--- src/hdl/status_led_pattern_sequencer_core_assert.svh ---
// Assertion macros shared by the status LED sequencer RTL.
`ifndef STATUS_LED_PATTERN_SEQUENCER_CORE_ASSERT_SVH
`define STATUS_LED_PATTERN_SEQUENCER_CORE_ASSERT_SVH

// Same-cycle implication, disabled while reset is asserted.
`define SLPS_ASSERT_NOW(label, clk, rst_n, ante, cons) \
	label: assert property (@(posedge clk) disable iff (!(rst_n)) (ante) |-> (cons)) \
		else $error("slps assertion failed");

// Next-cycle implication, disabled while reset is asserted.
`define SLPS_ASSERT_NEXT(label, clk, rst_n, ante, cons) \
	label: assert property (@(posedge clk) disable iff (!(rst_n)) (ante) |=> (cons)) \
		else $error("slps assertion failed");

`endif

--- src/hdl/slps_pkg.sv ---
// Package: state codes, pattern constants and helper functions for the LED sequencer.
`default_nettype none

package slps_pkg;

	localparam int unsigned MODE_W  = 4;
	localparam int unsigned PHASE_W = 6;
	localparam int unsigned HOLD_W  = 8;
	localparam int unsigned CHAN_W  = 8;

	localparam logic [MODE_W-1:0] MODE_BOOTING      = 4'd0;
	localparam logic [MODE_W-1:0] MODE_CHECK_PROV   = 4'd1;
	localparam logic [MODE_W-1:0] MODE_NOT_PROV     = 4'd2;
	localparam logic [MODE_W-1:0] MODE_PROV_START   = 4'd3;
	localparam logic [MODE_W-1:0] MODE_PROVISIONING = 4'd4;
	localparam logic [MODE_W-1:0] MODE_PROV_SUCCESS = 4'd5;
	localparam logic [MODE_W-1:0] MODE_WIFI_CONN    = 4'd6;
	localparam logic [MODE_W-1:0] MODE_GOT_IP       = 4'd7;
	localparam logic [MODE_W-1:0] MODE_MQTT_CONN    = 4'd8;
	localparam logic [MODE_W-1:0] MODE_RUNNING      = 4'd9;
	localparam logic [MODE_W-1:0] MODE_RECONNECTING = 4'd10;
	localparam logic [MODE_W-1:0] MODE_ERROR        = 4'd11;

	localparam logic KIND_STATE_WRITE = 1'b0;
	localparam logic KIND_TICK        = 1'b1;

	// Phase runs over one 3 s period of 50 ms ticks.
	localparam int unsigned PHASE_WRAP = 3000 / 50;
	localparam logic [PHASE_W-1:0] PHASE_LAST = PHASE_W'(PHASE_WRAP - 1);
	localparam logic [PHASE_W-1:0] PHASE_HALF = PHASE_W'(PHASE_WRAP / 2);
	localparam logic [PHASE_W-1:0] PHASE_FULL = PHASE_W'(PHASE_WRAP);

	localparam logic [HOLD_W-1:0] HOLD_MAX      = 8'd255;
	localparam logic [HOLD_W-1:0] LONG_PRESS_RST = 8'd60;

	localparam logic [CHAN_W-1:0] CH_FULL = 8'd255;
	localparam logic [CHAN_W-1:0] CH_HALF = 8'd128;
	localparam logic [CHAN_W-1:0] CH_OFF  = 8'd0;

	typedef struct packed {
		logic [CHAN_W-1:0] r;
		logic [CHAN_W-1:0] g;
		logic [CHAN_W-1:0] b;
	} rgb_t;

	localparam rgb_t RGB_BLACK  = '{r: CH_OFF,  g: CH_OFF,  b: CH_OFF};
	localparam rgb_t RGB_WHITE  = '{r: CH_FULL, g: CH_FULL, b: CH_FULL};
	localparam rgb_t RGB_RED    = '{r: CH_FULL, g: CH_OFF,  b: CH_OFF};
	localparam rgb_t RGB_GREEN  = '{r: CH_OFF,  g: CH_FULL, b: CH_OFF};
	localparam rgb_t RGB_BLUE   = '{r: CH_OFF,  g: CH_OFF,  b: CH_FULL};
	localparam rgb_t RGB_YELLOW = '{r: CH_FULL, g: CH_FULL, b: CH_OFF};
	localparam rgb_t RGB_CYAN   = '{r: CH_OFF,  g: CH_FULL, b: CH_FULL};
	localparam rgb_t RGB_ORANGE = '{r: CH_FULL, g: CH_HALF, b: CH_OFF};

	// First half of a 10-tick period (phase mod 10 < 5).
	function automatic logic blink10_on(input logic [PHASE_W-1:0] p);
		blink10_on = p inside {[6'd0:6'd4], [6'd10:6'd14], [6'd20:6'd24],
			[6'd30:6'd34], [6'd40:6'd44], [6'd50:6'd54]};
	endfunction

	// First half of a 20-tick period (phase mod 20 < 10).
	function automatic logic blink20_on(input logic [PHASE_W-1:0] p);
		blink20_on = p inside {[6'd0:6'd9], [6'd20:6'd29], [6'd40:6'd49]};
	endfunction

endpackage

`default_nettype wire

--- src/hdl/slps_pattern.sv ---
// Per-state LED colour pattern: steady colours, square blinks and the breath ramp.
`default_nettype none

module slps_pattern
	import slps_pkg::*;
(
	input  wire logic [MODE_W-1:0]  mode,
	input  wire logic [PHASE_W-1:0] phase,
	output logic                    drive,
	output rgb_t                    colour
);

	logic [4:0] ramp_x;
	logic [9:0] ramp_prod;
	logic [CHAN_W-1:0] breath;
	logic [PHASE_W-1:0] ramp_down;

	// Breath level is x*255/30 = x*17/2, x folded around the half period.
	always_comb begin
		ramp_down = PHASE_FULL - phase;
		ramp_x    = (phase < PHASE_HALF) ? phase[4:0] : ramp_down[4:0];
		ramp_prod = {5'd0, ramp_x} * 10'd17;
		breath    = ramp_prod[8:1];
	end

	always_comb begin
		drive  = (mode != MODE_RUNNING);
		colour = RGB_BLACK;
		case (mode)
			MODE_BOOTING:      colour = !phase[1] ? RGB_WHITE : RGB_BLACK;
			MODE_CHECK_PROV:   colour = RGB_WHITE;
			MODE_NOT_PROV:     colour = blink20_on(phase) ? RGB_BLUE : RGB_BLACK;
			MODE_PROV_START:   colour = !phase[1] ? RGB_BLUE : RGB_BLACK;
			MODE_PROVISIONING: colour = '{r: CH_OFF, g: CH_OFF, b: breath};
			MODE_PROV_SUCCESS: colour = !phase[1] ? RGB_GREEN : RGB_BLACK;
			MODE_WIFI_CONN:    colour = blink10_on(phase) ? RGB_YELLOW : RGB_BLACK;
			MODE_GOT_IP:       colour = RGB_GREEN;
			MODE_MQTT_CONN:    colour = blink10_on(phase) ? RGB_CYAN : RGB_BLACK;
			MODE_RECONNECTING: colour = blink10_on(phase) ? RGB_ORANGE : RGB_BLACK;
			MODE_ERROR:        colour = !phase[0] ? RGB_RED : RGB_BLACK;
			default:           colour = RGB_BLACK;
		endcase
	end

endmodule

`default_nettype wire

--- src/hdl/status_led_pattern_sequencer_core.sv ---
// Top level of the status LED pattern sequencer.
//
// Usage:
//  - Input channel (in_valid/in_ready) carries one transaction per item: kind 0 writes
//    the system state from target_state (codes 12..15 are dropped), kind 1 is a 50 ms
//    tick that carries the reset button level.
//  - Only a tick produces a result transaction on the output channel (out_valid/out_ready):
//    led_drive, red/green/blue, start_mqtt, reset_request and sys_state.
//  - A tick's result is captured in the result register when the tick is accepted.
//  - Throughput: one transaction per cycle while in_ready is high; all per-tick logic sits
//    between the state registers and the single result register.
//  - Stall: while a result waits, in_ready stays high only if out_ready is high in the
//    same cycle; state writes still pass when the result register is free or draining.
//  - Reset (arst_n low): state booting, phase and hold counters zero, long_press_ticks 60,
//    no result pending.
//  - cfg_we/cfg_wdata write long_press_ticks on any edge; intended only while idle.
//  - A threshold of 0 behaves like 1.
`default_nettype none

module status_led_pattern_sequencer_core
	import slps_pkg::*;
(
	input  wire logic               clk,
	input  wire logic               arst_n,

	input  wire logic               cfg_we,
	input  wire logic [HOLD_W-1:0]  cfg_wdata,

	input  wire logic               in_valid,
	output logic                    in_ready,
	input  wire logic               kind,
	input  wire logic [MODE_W-1:0]  target_state,
	input  wire logic               button_level,

	output logic                    out_valid,
	input  wire logic               out_ready,
	output logic                    led_drive,
	output logic [CHAN_W-1:0]       red,
	output logic [CHAN_W-1:0]       green,
	output logic [CHAN_W-1:0]       blue,
	output logic                    start_mqtt,
	output logic                    reset_request,
	output logic [MODE_W-1:0]       sys_state
);

	// Architectural state
	logic [MODE_W-1:0]  mode_q;
	logic [PHASE_W-1:0] phase_q;
	logic [HOLD_W-1:0]  hold_q;
	logic [HOLD_W-1:0]  long_press_q;

	// Result register
	logic               out_valid_q;
	logic               drive_q;
	rgb_t               colour_q;
	logic               start_q;
	logic               rst_req_q;
	logic [MODE_W-1:0]  state_q;

	logic in_fire;
	logic tick_fire;
	logic write_fire;

	logic [MODE_W-1:0]  mode_eff;
	logic               got_ip_adv;
	logic               pat_drive;
	rgb_t               pat_colour;
	logic [HOLD_W-1:0]  hold_next;
	logic [HOLD_W-1:0]  threshold;
	logic               long_press;
	logic [PHASE_W-1:0] phase_next;
	logic               drive_next;
	rgb_t               colour_next;

	// Output colour shorthands for the checks
	logic               out_black;
	logic               out_red;

	// Result register frees up when empty or being drained this cycle.
	assign in_ready   = !out_valid_q || out_ready;
	assign in_fire    = in_valid && in_ready;
	assign tick_fire  = in_fire && (kind == KIND_TICK);
	assign write_fire = in_fire && (kind == KIND_STATE_WRITE);

	// Got-IP auto-advances to MQTT connecting before the pattern is chosen.
	assign got_ip_adv = (mode_q == MODE_GOT_IP);
	assign mode_eff   = got_ip_adv ? MODE_MQTT_CONN : mode_q;

	slps_pattern u_pattern (
		.mode   (mode_eff),
		.phase  (phase_q),
		.drive  (pat_drive),
		.colour (pat_colour)
	);

	// Button hold counter: saturating, cleared on release.
	always_comb begin
		if (!button_level) begin
			hold_next = '0;
		end else if (hold_q == HOLD_MAX) begin
			hold_next = HOLD_MAX;
		end else begin
			hold_next = hold_q + HOLD_W'(1);
		end
		threshold  = (long_press_q == '0) ? HOLD_W'(1) : long_press_q;
		long_press = button_level && (hold_next >= threshold);
	end

	// Long press overrides whatever the pattern shows, including running.
	always_comb begin
		drive_next  = pat_drive;
		colour_next = pat_drive ? pat_colour : RGB_BLACK;
		if (long_press) begin
			drive_next  = 1'b1;
			colour_next = RGB_RED;
		end
	end

	assign phase_next = (phase_q == PHASE_LAST) ? '0 : phase_q + PHASE_W'(1);

	always_ff @(posedge clk or negedge arst_n) begin
		if (!arst_n) begin
			mode_q       <= MODE_BOOTING;
			phase_q      <= '0;
			hold_q       <= '0;
			long_press_q <= LONG_PRESS_RST;
		end else begin
			if (cfg_we) begin
				long_press_q <= cfg_wdata;
			end
			if (write_fire && (target_state <= MODE_ERROR)) begin
				mode_q <= target_state;
			end else if (tick_fire) begin
				mode_q <= mode_eff;
			end
			if (tick_fire) begin
				phase_q <= phase_next;
				hold_q  <= hold_next;
			end
		end
	end

	always_ff @(posedge clk or negedge arst_n) begin
		if (!arst_n) begin
			out_valid_q <= 1'b0;
		end else if (tick_fire) begin
			out_valid_q <= 1'b1;
		end else if (out_ready) begin
			out_valid_q <= 1'b0;
		end
	end

	always_ff @(posedge clk) begin
		if (tick_fire) begin
			drive_q   <= drive_next;
			colour_q  <= colour_next;
			start_q   <= got_ip_adv;
			rst_req_q <= long_press;
			state_q   <= mode_eff;
		end
	end

	assign out_valid     = out_valid_q;
	assign led_drive     = drive_q;
	assign red           = colour_q.r;
	assign green         = colour_q.g;
	assign blue          = colour_q.b;
	assign start_mqtt    = start_q;
	assign reset_request = rst_req_q;
	assign sys_state     = state_q;

	// Checks
	assign out_black = (red == CH_OFF) && (green == CH_OFF) && (blue == CH_OFF);
	assign out_red   = (red == CH_FULL) && (green == CH_OFF) && (blue == CH_OFF);

`include "status_led_pattern_sequencer_core_assert.svh"

	`SLPS_ASSERT_NOW(a_phase_range, clk, arst_n, 1'b1, phase_q <= PHASE_LAST)
	`SLPS_ASSERT_NEXT(a_write_keeps_phase, clk, arst_n, write_fire, $stable(phase_q) && $stable(hold_q))
	`SLPS_ASSERT_NOW(a_reset_shows_red, clk, arst_n, out_valid && reset_request, led_drive && out_red)
	`SLPS_ASSERT_NOW(a_start_in_mqtt, clk, arst_n, out_valid && start_mqtt, sys_state == MODE_MQTT_CONN)
	`SLPS_ASSERT_NOW(a_undriven_black, clk, arst_n, out_valid && !led_drive, (sys_state == MODE_RUNNING) && out_black)

endmodule

`default_nettype wire

--- config.mk ---
export PLATFORM = sky130hd
export DESIGN_NAME = status_led_pattern_sequencer_core
export DESIGN_NICKNAME = d
export VERILOG_FILES = /design/src/hdl/slps_pkg.sv /design/src/hdl/slps_pattern.sv /design/src/hdl/status_led_pattern_sequencer_core.sv
export VERILOG_INCLUDE_DIRS = /design/src /design/src/hdl
export SDC_FILE = /design/constraint.sdc
export NUM_CORES = 1
export LEC_CHECK = 0
export BUFFER_PORTS_ARGS = -buffer_cell sky130_fd_sc_hd__buf_2
export CAP_MARGIN = 20
export CORE_MARGIN = 2
export CORE_UTILIZATION = 63
export CTS_CLUSTER_SIZE = 24
export DETAILED_ROUTE_END_ITERATION = 16
export PLACE_DENSITY = 0.84
export SETUP_SLACK_MARGIN = 0.02
export SLEW_MARGIN = 10
export SYNTH_ARGS = -nofsm -noshare
export SYNTH_HDL_FRONTEND = slang
export SYNTH_HIERARCHICAL = 1
export SYNTH_SLANG_ARGS = --single-unit
--- constraint.sdc ---
create_clock -name clk -period 4.2 [get_ports clk]
set_clock_uncertainty 0.2 [all_clocks]
set_input_delay 0.84 -clock clk [delete_from_list [all_inputs] [get_ports clk]]
set_output_delay 0.84 -clock clk [all_outputs]
set_load 0.005 [all_outputs]
==> flow_summary.yaml, run 1 <==
clock_network:
  clock_path_buffers: 2
  clk-insertion-delay-late_ps: 350
  ctsHoldBuffers: 0
  cts_tree: "yes"
  cts_buffers: 9
  cts.clk_slew.worst_paths_ps: 70
  h-tree-depth: 3
  cts_sinks: 58
  cts_root_buffer: "clkbuf_8"
  postCtsSetupRepairBufs: 0
  cts_resized: 0
yosys:
  avgSynthCellArea_um2: 9.64
  yosysTopAreaCell: "edfxtp_1"
  ys_seq_elements: 58
  async_flop_share_pct: 46.6
  synth_cell_type_count: 64
  yosys_most_used_dff: "edfxtp_1"
  ys_warn_count: 6
  syn_area_um2: 3590
  synth_top_area_share_pct: 26.0
  synth_cells: 372
  synth_area_leaders: "edfxtp_1, dfrtp_1, ha_1"
  synth_edf_count: 31
  syn_nets: 406
  yosysSeqAreaShare_pct: 44.9
critical_path:
  cp-end-kind: "flop"
  required_ps: 4060
  regToRegSetupSlack_ps: 670
  r2r_start: "hold_q[0]$_DFFE_PN0P_"
  cp-start-kind: "flop"
  reg2reg_to: "blue[1]$_SDFFCE_PP0P_"
  worst-r2r-cell-count: 9
  crit_fanout: 26
  crit_type: "reg -> reg"
  worstPathArrival_ps: 3390
floorplanning:
  die_h_um: 79.4
  core_area_um2: 5510
  fp.dieArea_um2: 6310
  ioPinCount: 52
  rows: 27
  die_w_um: 79.4
  initial_core_util_pct: 65.1
sta:
  hold_violations: 0
  slew_headroom_pct: 37.6
  timing.final.crit_share_pct: 84.1
  worstMarginPinSlew_ps: 936
  setup_violations: 0
  postLayoutSetupSlackWorst_ps: 668
  clock.fmax_ghz: 0.283
  maxSlewViolCount: 0
  post-route-min-period_ps: 3530
  fin_setup_tns_ps: 0
  rsz0062_at_grt: "no"
drt:
  wirelength_mm: 6.79
  drc: 0
  avgRoutedWirePerCell_um: 14.2
  drt-initial-drc-count: 164
  via_per_inst: 5.86
  dr.pass1.iters: 6
  antenna_left: 0
  vias: 2795
final_layout:
  antenna_cells: 0
  drive_gt1_share_pct: 23.0
  syn2layout_area_growth_pct: 9.80
  final_core_util_pct: 71.5
  fin_nets: 435
power_and_ir_drop:
  p_leak_nw: 1.80
  power_density_nw_per_um2: 583
  ir_drop_mv: 0.317
run_status:
  status: "finished clean"
grt:
  grt_max_degree: 47
  gr-total-overflow: 0
  grt_pass1_wl_mm: 11.4
  antenna_found_initial: 0
  grt_usage_pct: 23.4
  first_global_vias: 2556
hold_path:
  hp-class: "in -> async"
placed_design:
  post-dp-hpwl_mm: 4.43
  gp_congestion: 0.895
  port_buffers: 51
  pre_cts_slack_ps: 746
job:
  drv_cap: 0
## cell usage in the layout, fill, tap and decap left out, drive strengths merged, types with 2 or more instances in the layout
master and n:
buf 51, nand2 49, nor2 34, edfxtp 31, o21ai 25, dfrtp 23, inv 18, a21oi 16
ha 15, nand3 14, a21o 11, clkbuf 9, xor2 8, nor3 7, o31ai 6, nand4 5
a31oi 5, nand2b 5, nor2b 5, o21a 4, mux2 4, mux2i 4, dfstp 4, o211ai 4
and3 4, and4 3, and2 3, o22a 3, bufinv 3, clkinv 3, a41o 2, or2 2
a211oi 2, a211o 2, xnor2 2
## where the power goes
part | switching (mW) | total, mW | internal [mW]
sequential | 0.135 | 0.880 | 0.746
clock | 0.226 | 0.613 | 0.387
combinational | 0.452 | 0.803 | 0.351
## flip-flops by register name (all words and copies together), names as in the netlist, 4 cells and up
name and cells:
red 8, mode_q 4, green 8, phase_q 6, sys_state 4, long_press_q 8, blue 8, hold_q 8
## through the flow
step	power, mW	cell area (um^2)	hold slack [ps]	instances
after CTS	2.30	3940	311	477
after global routing	2.46	3940	333	477
after floorplan	1.61	3590	283	372
final	2.30	3940	306	477
after detailed placement	1.67	3710	304	462
after global placement	1.65	3710	298	462
## area by class of cell
type | instances | area [um^2]
Fill cell | 392 | 1570
Clock buffer | 9 | 124
Timing Repair Buffer | 51 | 255
Clock inverter | 6 | 106
Inverter | 18 | 67.6
Multi-Input combinational cell | 263 | 1680
Tap cell | 72 | 90.1
Sequential cell | 58 | 1610
## kinds of logic after synthesis
family,count (synthesis),share of synthesized area [%]
buf+inv,51,8.13
mux,8,2.37
compound gates,89,17.7
fa+ha+maj,15,5.23
simple gates,141,19.2
xor+xnor,10,2.44
flops,58,44.9
## worst max-delay path by stage
| stage | end | depth (start not counted) | from | slack (ps) |
|---|---|---|---|---|
| final | blue[1]$_SDFFCE_PP0P_ | 9 | hold_q[0]$_DFFE_PN0P_ | 670 |
| after global routing | blue[3]$_SDFFCE_PP0P_ | 9 | hold_q[0]$_DFFE_PN0P_ | 390 |
| after CTS | green[3]$_SDFFCE_PP0P_ | 9 | hold_q[0]$_DFFE_PN0P_ | 650 |
| after detailed placement | green[3]$_SDFFCE_PP0P_ | 9 | hold_q[0]$_DFFE_PN0P_ | 750 |
| after global placement | led_drive$_SDFFCE_PP1P_ | 8 | button_level | 950 |
| after floorplan | red[4]$_SDFFCE_PP1P_ | 10 | hold_q[2]$_DFFE_PN0P_ | 1360 |
## Yosys cell counts (all sizes together) (2+ instances only)
cell	n
a211o	2
a211oi	2
a21o	11
a21oi	16
a31oi	5
a41o	2
and2	3
and3	4
and4	3
buf	25
clkbuf	8
dfrtp	23
dfstp	4
edfxtp	31
ha	15
inv	18
mux2	4
mux2i	4
nand2	49
nand2b	5
nand3	14
nand4	5
nor2	34
nor2b	5
nor3	7
o211ai	4
o21a	4
o21ai	25
o22a	3
o31ai	6
or2	2
xnor2	2
xor2	8
## routing by layer
layer / vias to the layer above / routed length, um / GRT usage, %
met5: - / 0 / 0
met4: 0 / 40 / 8.28
met3: 6 / 389 / 7.35
met2: 92 / 3340 / 37.0
met1: 1322 / 3020 / 30.5
li1: 1375 / - / -
## worst max-delay path, stage by stage (launching register included)
cell	delay, ps
dfrtp_1	410
ha_1	260
nand4_1	300
o31ai_1	410
nor2_1	90
ha_1	300
and3_4	190
o2111ai_1	160
o22ai_2	780
nor2_1	120
No activity file was read; power rests on OpenSTA's default activity.
==> run 2: changes to the inputs <==
--- a/config.mk
+++ b/config.mk
@@ -6,13 +6,14 @@
 export SDC_FILE = /design/constraint.sdc
 export NUM_CORES = 1
 export LEC_CHECK = 0
+export ABC_AREA = 1
 export BUFFER_PORTS_ARGS = -buffer_cell sky130_fd_sc_hd__buf_2
 export CAP_MARGIN = 20
 export CORE_MARGIN = 2
-export CORE_UTILIZATION = 63
+export CORE_UTILIZATION = 58
 export CTS_CLUSTER_SIZE = 24
 export DETAILED_ROUTE_END_ITERATION = 16
-export PLACE_DENSITY = 0.84
+export PLACE_DENSITY = 0.78
 export SETUP_SLACK_MARGIN = 0.02
 export SLEW_MARGIN = 10
 export SYNTH_ARGS = -nofsm -noshare
==> constraint.sdc (replaced) <==
create_clock -name clk -period 3.4 [get_ports clk]
set_clock_uncertainty 0.2 [all_clocks]
set_input_delay 0.68 -clock clk [delete_from_list [all_inputs] [get_ports clk]]
set_output_delay 0.68 -clock clk [all_outputs]
set_load 0.005 [all_outputs]
==> flow_summary.yaml, run 2 <==
sta:
  post-route-min-period_ps: 2970
  rsz0062_at_grt: "no"
  hold_violations: 0
  worstMarginPinSlew_ps: 604
  maxSlewViolCount: 0
  fin_setup_tns_ps: 0
  timing.final.crit_share_pct: 87.5
  setup_violations: 0
  slew_headroom_pct: 59.8
  fin_hold_ws_ps: 134
  clock.fmax_ghz: 0.336
placed_design:
  port_buffers: 51
  dpl.cell_count: 543
  dpl_cell_area_um2: 3730
  gp_congestion: 0.889
  post-dp-hpwl_mm: 5.02
yosys:
  yosysMostFrequentCell: "nand2_1"
  ys_warn_count: 6
  synth_top_area_share_pct: 26.5
  yosysTopAreaCell: "edfxtp_1"
  yosysSeqAreaShare_pct: 45.8
  synth_cells: 437
  syn_area_um2: 3520
  synth_cell_type_count: 40
  synthMuxAreaShare_pct: 0
  synth_commonest_cells: "nand2_1, inv_1, nor2_1, edfxtp_1, dfrtp_1"
  synth_edf_count: 31
  synth_top_family_by_area: "simple AND/OR/NAND/NOR gates"
  synth-xor-area-share_pct: 0.996
  yosys_most_used_dff: "edfxtp_1"
  ys_seq_elements: 58
  synth_area_leaders: "edfxtp_1, dfrtp_1, nand2_1"
  syn_nets: 471
  avgSynthCellArea_um2: 8.05
  synth_compound_gate_area_share_pct: 9.96
  async_flop_share_pct: 46.6
  synth_simple_gate_area_share_pct: 25.9
  synth_fa_ha_area_share_pct: 5.33
drt:
  drc: 0
  dr.pass1.iters: 5
  wirelength_mm: 6.85
  drt-initial-drc-count: 136
  via_per_inst: 5.04
  avgRoutedWirePerCell_um: 12.3
  antenna_left: 0
  vias: 2817
hold_path:
  hp-class: "in -> async"
power_and_ir_drop:
  ir_drop_mv: 0.406
  switching_share_pct: 39.3
  pwr-share-clk_pct: 25.6
  p_leak_nw: 2.05
  power_frac_seq_pct: 34.4
  switchingPower_mw: 1.23
  power_density_nw_per_um2: 784
  intPower_mw: 1.90
  pwr-share-comb_pct: 40.0
grt:
  gr-total-overflow: 0
  first_global_vias: 2601
  grt_max_degree: 28
  grt_usage_pct: 22.3
  antenna_found_initial: 0
  grt_pass1_wl_mm: 11.4
clock_network:
  cts_resized: 0
  cts_sinks: 58
  postCtsSetupRepairBufs: 0
  clock_path_buffers: 2
  clk-insertion-delay-late_ps: 340
  cts.clk_slew.worst_paths_ps: 80
  h-tree-depth: 3
  cts_root_buffer: "clkbuf_8"
  cts_buffers: 9
  ctsHoldBuffers: 0
  cts_tree: "yes"
critical_path:
  path_cells: "ha_1, nand4_2, inv_2, nand2_4, a21oi_2, ha_1, a21oi_1, nand2_1, nand2_1, nand2_1, nand2_1, nand2_2, nor2_1"
  crit_fanout: 17
  cpMaxStageDelayCell: "dfrtp_1"
  cp-start-kind: "flop"
  cp_common_cell: "nand2_1"
  slowest_delay_ps: 420
  cp-end-kind: "flop"
  cpLargestDelayFamily: "simple AND/OR/NAND/NOR gates"
  worstPathArrival_ps: 2960
  crit_type: "reg -> reg"
  path_buf_inv: 1
  required_ps: 3390
floorplanning:
  die_w_um: 81.9
  fp.dieArea_um2: 6710
  core_area_um2: 5890
  die_h_um: 81.9
  rows: 28
  initial_core_util_pct: 59.8
  ioPinCount: 52
final_layout:
  antenna_cells: 0
  layout_common_cells: "nand2_1, inv_1, buf_2, nor2_1, edfxtp_1"
  syn2layout_area_growth_pct: 13.2
  final_cells: 559
  final_core_util_pct: 67.7
  fillers: 483
  final_common_cell: "nand2_1"
  fin_nets: 513
  drive_gt1_share_pct: 20.5
  final_area_um2: 3980
job:
  drv_cap: 0
run_status:
  status: "finished clean"
-- run 2: layout make-up --
class | count | area (um^2) | area share [%]
Multi-Input combinational cell | 286 | 1490 | 37.4
Sequential cell | 58 | 1610 | 40.5
Clock inverter | 7 | 125 | 3.14
Timing Repair Buffer | 54 | 278 | 6.97
Inverter | 70 | 263 | 6.60
Clock buffer | 9 | 124 | 3.11
Tap cell | 75 | 93.8 | 2.36
-- run 2: power by group through the flow --
stage / combinational, mW / sequential [mW] / clock [mW]
after floorplan: 1.11 / 1.06 / 0
after global placement: 1.18 / 1.08 / 0
after detailed placement: 1.23 / 1.09 / 0
after CTS: 1.25 / 1.07 / 0.807
after global routing: 1.45 / 1.10 / 0.840
final: 1.25 / 1.07 / 0.798
-- run 2: worst paths after layout --
path	slack [ps]	from	depth (start not counted)	endpoint
setup / recovery	430	hold_q[0]$_DFFE_PN0P_	13	green[4]$_SDFFCE_PP0P_
hold / removal	130	arst_n	1	long_press_q[0]$_DFFE_PN0P_
setup reg to reg	430	hold_q[0]$_DFFE_PN0P_	13	green[4]$_SDFFCE_PP0P_
hold reg to reg	310	mode_q[2]$_DFFE_PN0P_	2	mode_q[2]$_DFFE_PN0P_
max in group asynchronous	2450	arst_n	1	phase_q[0]$_DFFE_PN0P_
min in group clk	310	mode_q[2]$_DFFE_PN0P_	2	mode_q[2]$_DFFE_PN0P_
-- run 2: cells by family after synthesis --
kind of cell             after synthesis
AND/OR/NAND/NOR                      211
buffers and inverters                 93
AO/OA/AOI/OAI                         56
flip-flops                            58
XOR/XNOR                               4
adder cells (fa/ha/maj)               15
-- run 2: through the flow --
stage	worst slack, ps	power (mW)
5_1_grt	108	3.39
2_1_floorplan	712	2.17
3_3_place_gp	607	2.26
3_5_place_dp	427	2.32
6_report	425	3.12
4_1_cts	403	3.13
-- run 2: worst reg2reg max path: cells and delay by family, from the launching register on --
family                     cells  cell delay, ps
AOI/OAI and AO/OA              2             380
adders and majority gates      2             530
buffers and inverters          1             110
DFF                            1             420
and+or+nand+nor                8            1170
-- run 2: per-layer routing --
layer / share of wire [%] / vias up / wire length, um / global-route usage [%]
met4: 2.0 / 0 / 136 / 8.50
li1: - / 1470 / - / -
met3: 4.9 / 12 / 335 / 5.05
met1: 47 / 1256 / 3190 / 29.3
met2: 46 / 79 / 3190 / 36.1
met5: 0 / - / 0 / 0
==> run 3: changes to the inputs <==
--- a/config.mk
+++ b/config.mk
@@ -10,13 +10,14 @@
 export BUFFER_PORTS_ARGS = -buffer_cell sky130_fd_sc_hd__buf_2
 export CAP_MARGIN = 20
 export CORE_MARGIN = 2
-export CORE_UTILIZATION = 58
+export CORE_UTILIZATION = 35
 export CTS_CLUSTER_SIZE = 24
 export DETAILED_ROUTE_END_ITERATION = 16
-export PLACE_DENSITY = 0.78
+export PLACE_DENSITY = 0.5
 export SETUP_SLACK_MARGIN = 0.02
 export SLEW_MARGIN = 10
 export SYNTH_ARGS = -nofsm -noshare
 export SYNTH_HDL_FRONTEND = slang
 export SYNTH_HIERARCHICAL = 1
 export SYNTH_SLANG_ARGS = --single-unit
+export TNS_END_PERCENT = 5
==> flow_summary.yaml, run 3 (synthesis gave the netlist of run 2 again) <==
run_status:
  status: "finished clean"
job:
  drv_cap: 0
power_and_ir_drop:
  pwr-share-comb_pct: 43.0
  intPower_mw: 1.66
  pwr-share-clk_pct: 19.1
  switchingPower_mw: 1.17
  ir_drop_mv: 0.212
  power_frac_seq_pct: 37.9
  power_density_nw_per_um2: 711
  p_leak_nw: 2.02
  switching_share_pct: 41.2
clock_network:
  cts_root_buffer: "clkbuf_8"
  clock_path_buffers: 2
  cts_sinks: 58
  h-tree-depth: 3
  postCtsSetupRepairBufs: 0
  cts_buffers: 9
  clk-insertion-delay-late_ps: 330
  cts.clk_slew.worst_paths_ps: 70
  cts_tree: "yes"
  ctsHoldBuffers: 0
  cts_resized: 0
floorplanning:
  initial_core_util_pct: 36.0
  die_h_um: 104
  core_area_um2: 9770
  rows: 36
  fp.dieArea_um2: 10900
  die_w_um: 104
  ioPinCount: 52
final_layout:
  fin_nets: 515
  drive_gt1_share_pct: 20.4
  final_area_um2: 3980
  antenna_cells: 0
  layout_common_cells: "nand2_1, inv_1, buf_2, nor2_1, edfxtp_1"
  fillers: 1003
  syn2layout_area_growth_pct: 13.2
  final_common_cell: "nand2_1"
sta:
  rsz0062_at_grt: "no"
  setup_violations: 0
  fin_setup_tns_ps: 0
  slew_headroom_pct: 58.9
  timing.final.crit_share_pct: 82.9
  post-route-min-period_ps: 2820
  hold_violations: 0
  fin_hold_ws_ps: 152
  clock.fmax_ghz: 0.355
  maxSlewViolCount: 0
  worstMarginPinSlew_ps: 616
drt:
  vias: 2785
  antenna_left: 0
  via_per_inst: 4.50
  avgRoutedWirePerCell_um: 11.3
  drc: 0
  dr.pass1.iters: 4
  drt-initial-drc-count: 160
  wirelength_mm: 7.00
critical_path:
  cpLargestDelayFamily: "adder cells"
  crit_fanout: 8
  path_cells: "inv_1, ha_1, nor2_1, inv_1, nand2_1, nand2_1, o21ai_1, ha_1, ha_1, ha_1, or2_2, nand3_1, nand2_1, inv_1, nor2_1"
  cpMaxStageDelayCell: "dfrtp_1"
  cp-start-kind: "flop"
  crit_type: "reg -> reg"
  reg2reg_to: "blue[6]$_SDFFCE_PP0P_"
  cp-end-kind: "flop"
  regToRegSetupSlack_ps: 580
  worst-r2r-cell-count: 15
  required_ps: 3280
  slowest_delay_ps: 480
  crit_start: "phase_q[0]$_DFFE_PN0P_"
  path_buf_inv: 3
  cp_num_cells: 15
  worstPathArrival_ps: 2700
  crit_path_end: "blue[6]$_SDFFCE_PP0P_"
  r2r_start: "phase_q[0]$_DFFE_PN0P_"
  cp_common_cell: "ha_1"
grt:
  first_global_vias: 2597
  grt_max_degree: 28
  grt_usage_pct: 14.0
  grt_pass1_wl_mm: 12.4
  gr-total-overflow: 0
  antenna_found_initial: 0
placed_design:
  gp_congestion: 0.833
  dpl_cell_area_um2: 3820
  port_buffers: 51
  post-dp-hpwl_mm: 5.13
hold_path:
  hp-class: "in -> async"
-- run 3: per-layer routing --
metal	global-route usage, %	part of all wire, %	vias to the layer above
met3	4.01	4.9	11
met2	20.5	42	66
met4	4.83	1.5	0
met5	0	0	-
li1	-	-	1475
met1	19.7	51	1233
-- run 3: final cells by class --
type / count / area [um^2] / share of cell area [%]
well taps: 133 / 166 / 4.18
flip-flops and latches: 58 / 1610 / 40.5
clock inverters: 6 / 33.8 / 0.848
repair buffers: 56 / 293 / 7.35
clock buffers: 10 / 128 / 3.20
multi-input cells: 286 / 1490 / 37.4
inverters: 70 / 263 / 6.60
-- run 3: per-stage QoR --
stage | power, mW | setup slack (ps) | std cells | utilization [%]
3_5_place_dp | 2.31 | 583 | 603 | 39.1
5_1_grt | 3.11 | 305 | 619 | 40.8
4_1_cts | 2.86 | 586 | 619 | 40.8
6_report | 2.83 | 582 | 619 | 40.8
3_3_place_gp | 2.31 | 646 | 603 | 39.1
2_1_floorplan | 2.17 | 712 | 437 | -
-- run 3: power groups by stage --
stage | Combinational, mW | Clock (mW) | Sequential [mW]
6_report | 1.22 | 0.541 | 1.07
5_1_grt | 1.42 | 0.589 | 1.10
4_1_cts | 1.23 | 0.558 | 1.07
3_5_place_dp | 1.22 | 0 | 1.09
3_3_place_gp | 1.22 | 0 | 1.09
2_1_floorplan | 1.11 | 0 | 1.06
-- run 3: worst min path at each step --
| stage | end | slack, ps | cells past startpoint |
|---|---|---|---|
| final | hold_q[7]$_DFFE_PN0P_ | 150 | 1 |
| after detailed placement | mode_q[2]$_DFFE_PN0P_ | 290 | 2 |
| after CTS | hold_q[7]$_DFFE_PN0P_ | 160 | 1 |
| after floorplan | hold_q[0]$_DFFE_PN0P_ | 180 | 0 |
| after global placement | long_press_q[5]$_DFFE_PN1P_ | 300 | 2 |
| after global routing | hold_q[7]$_DFFE_PN0P_ | 190 | 1 |
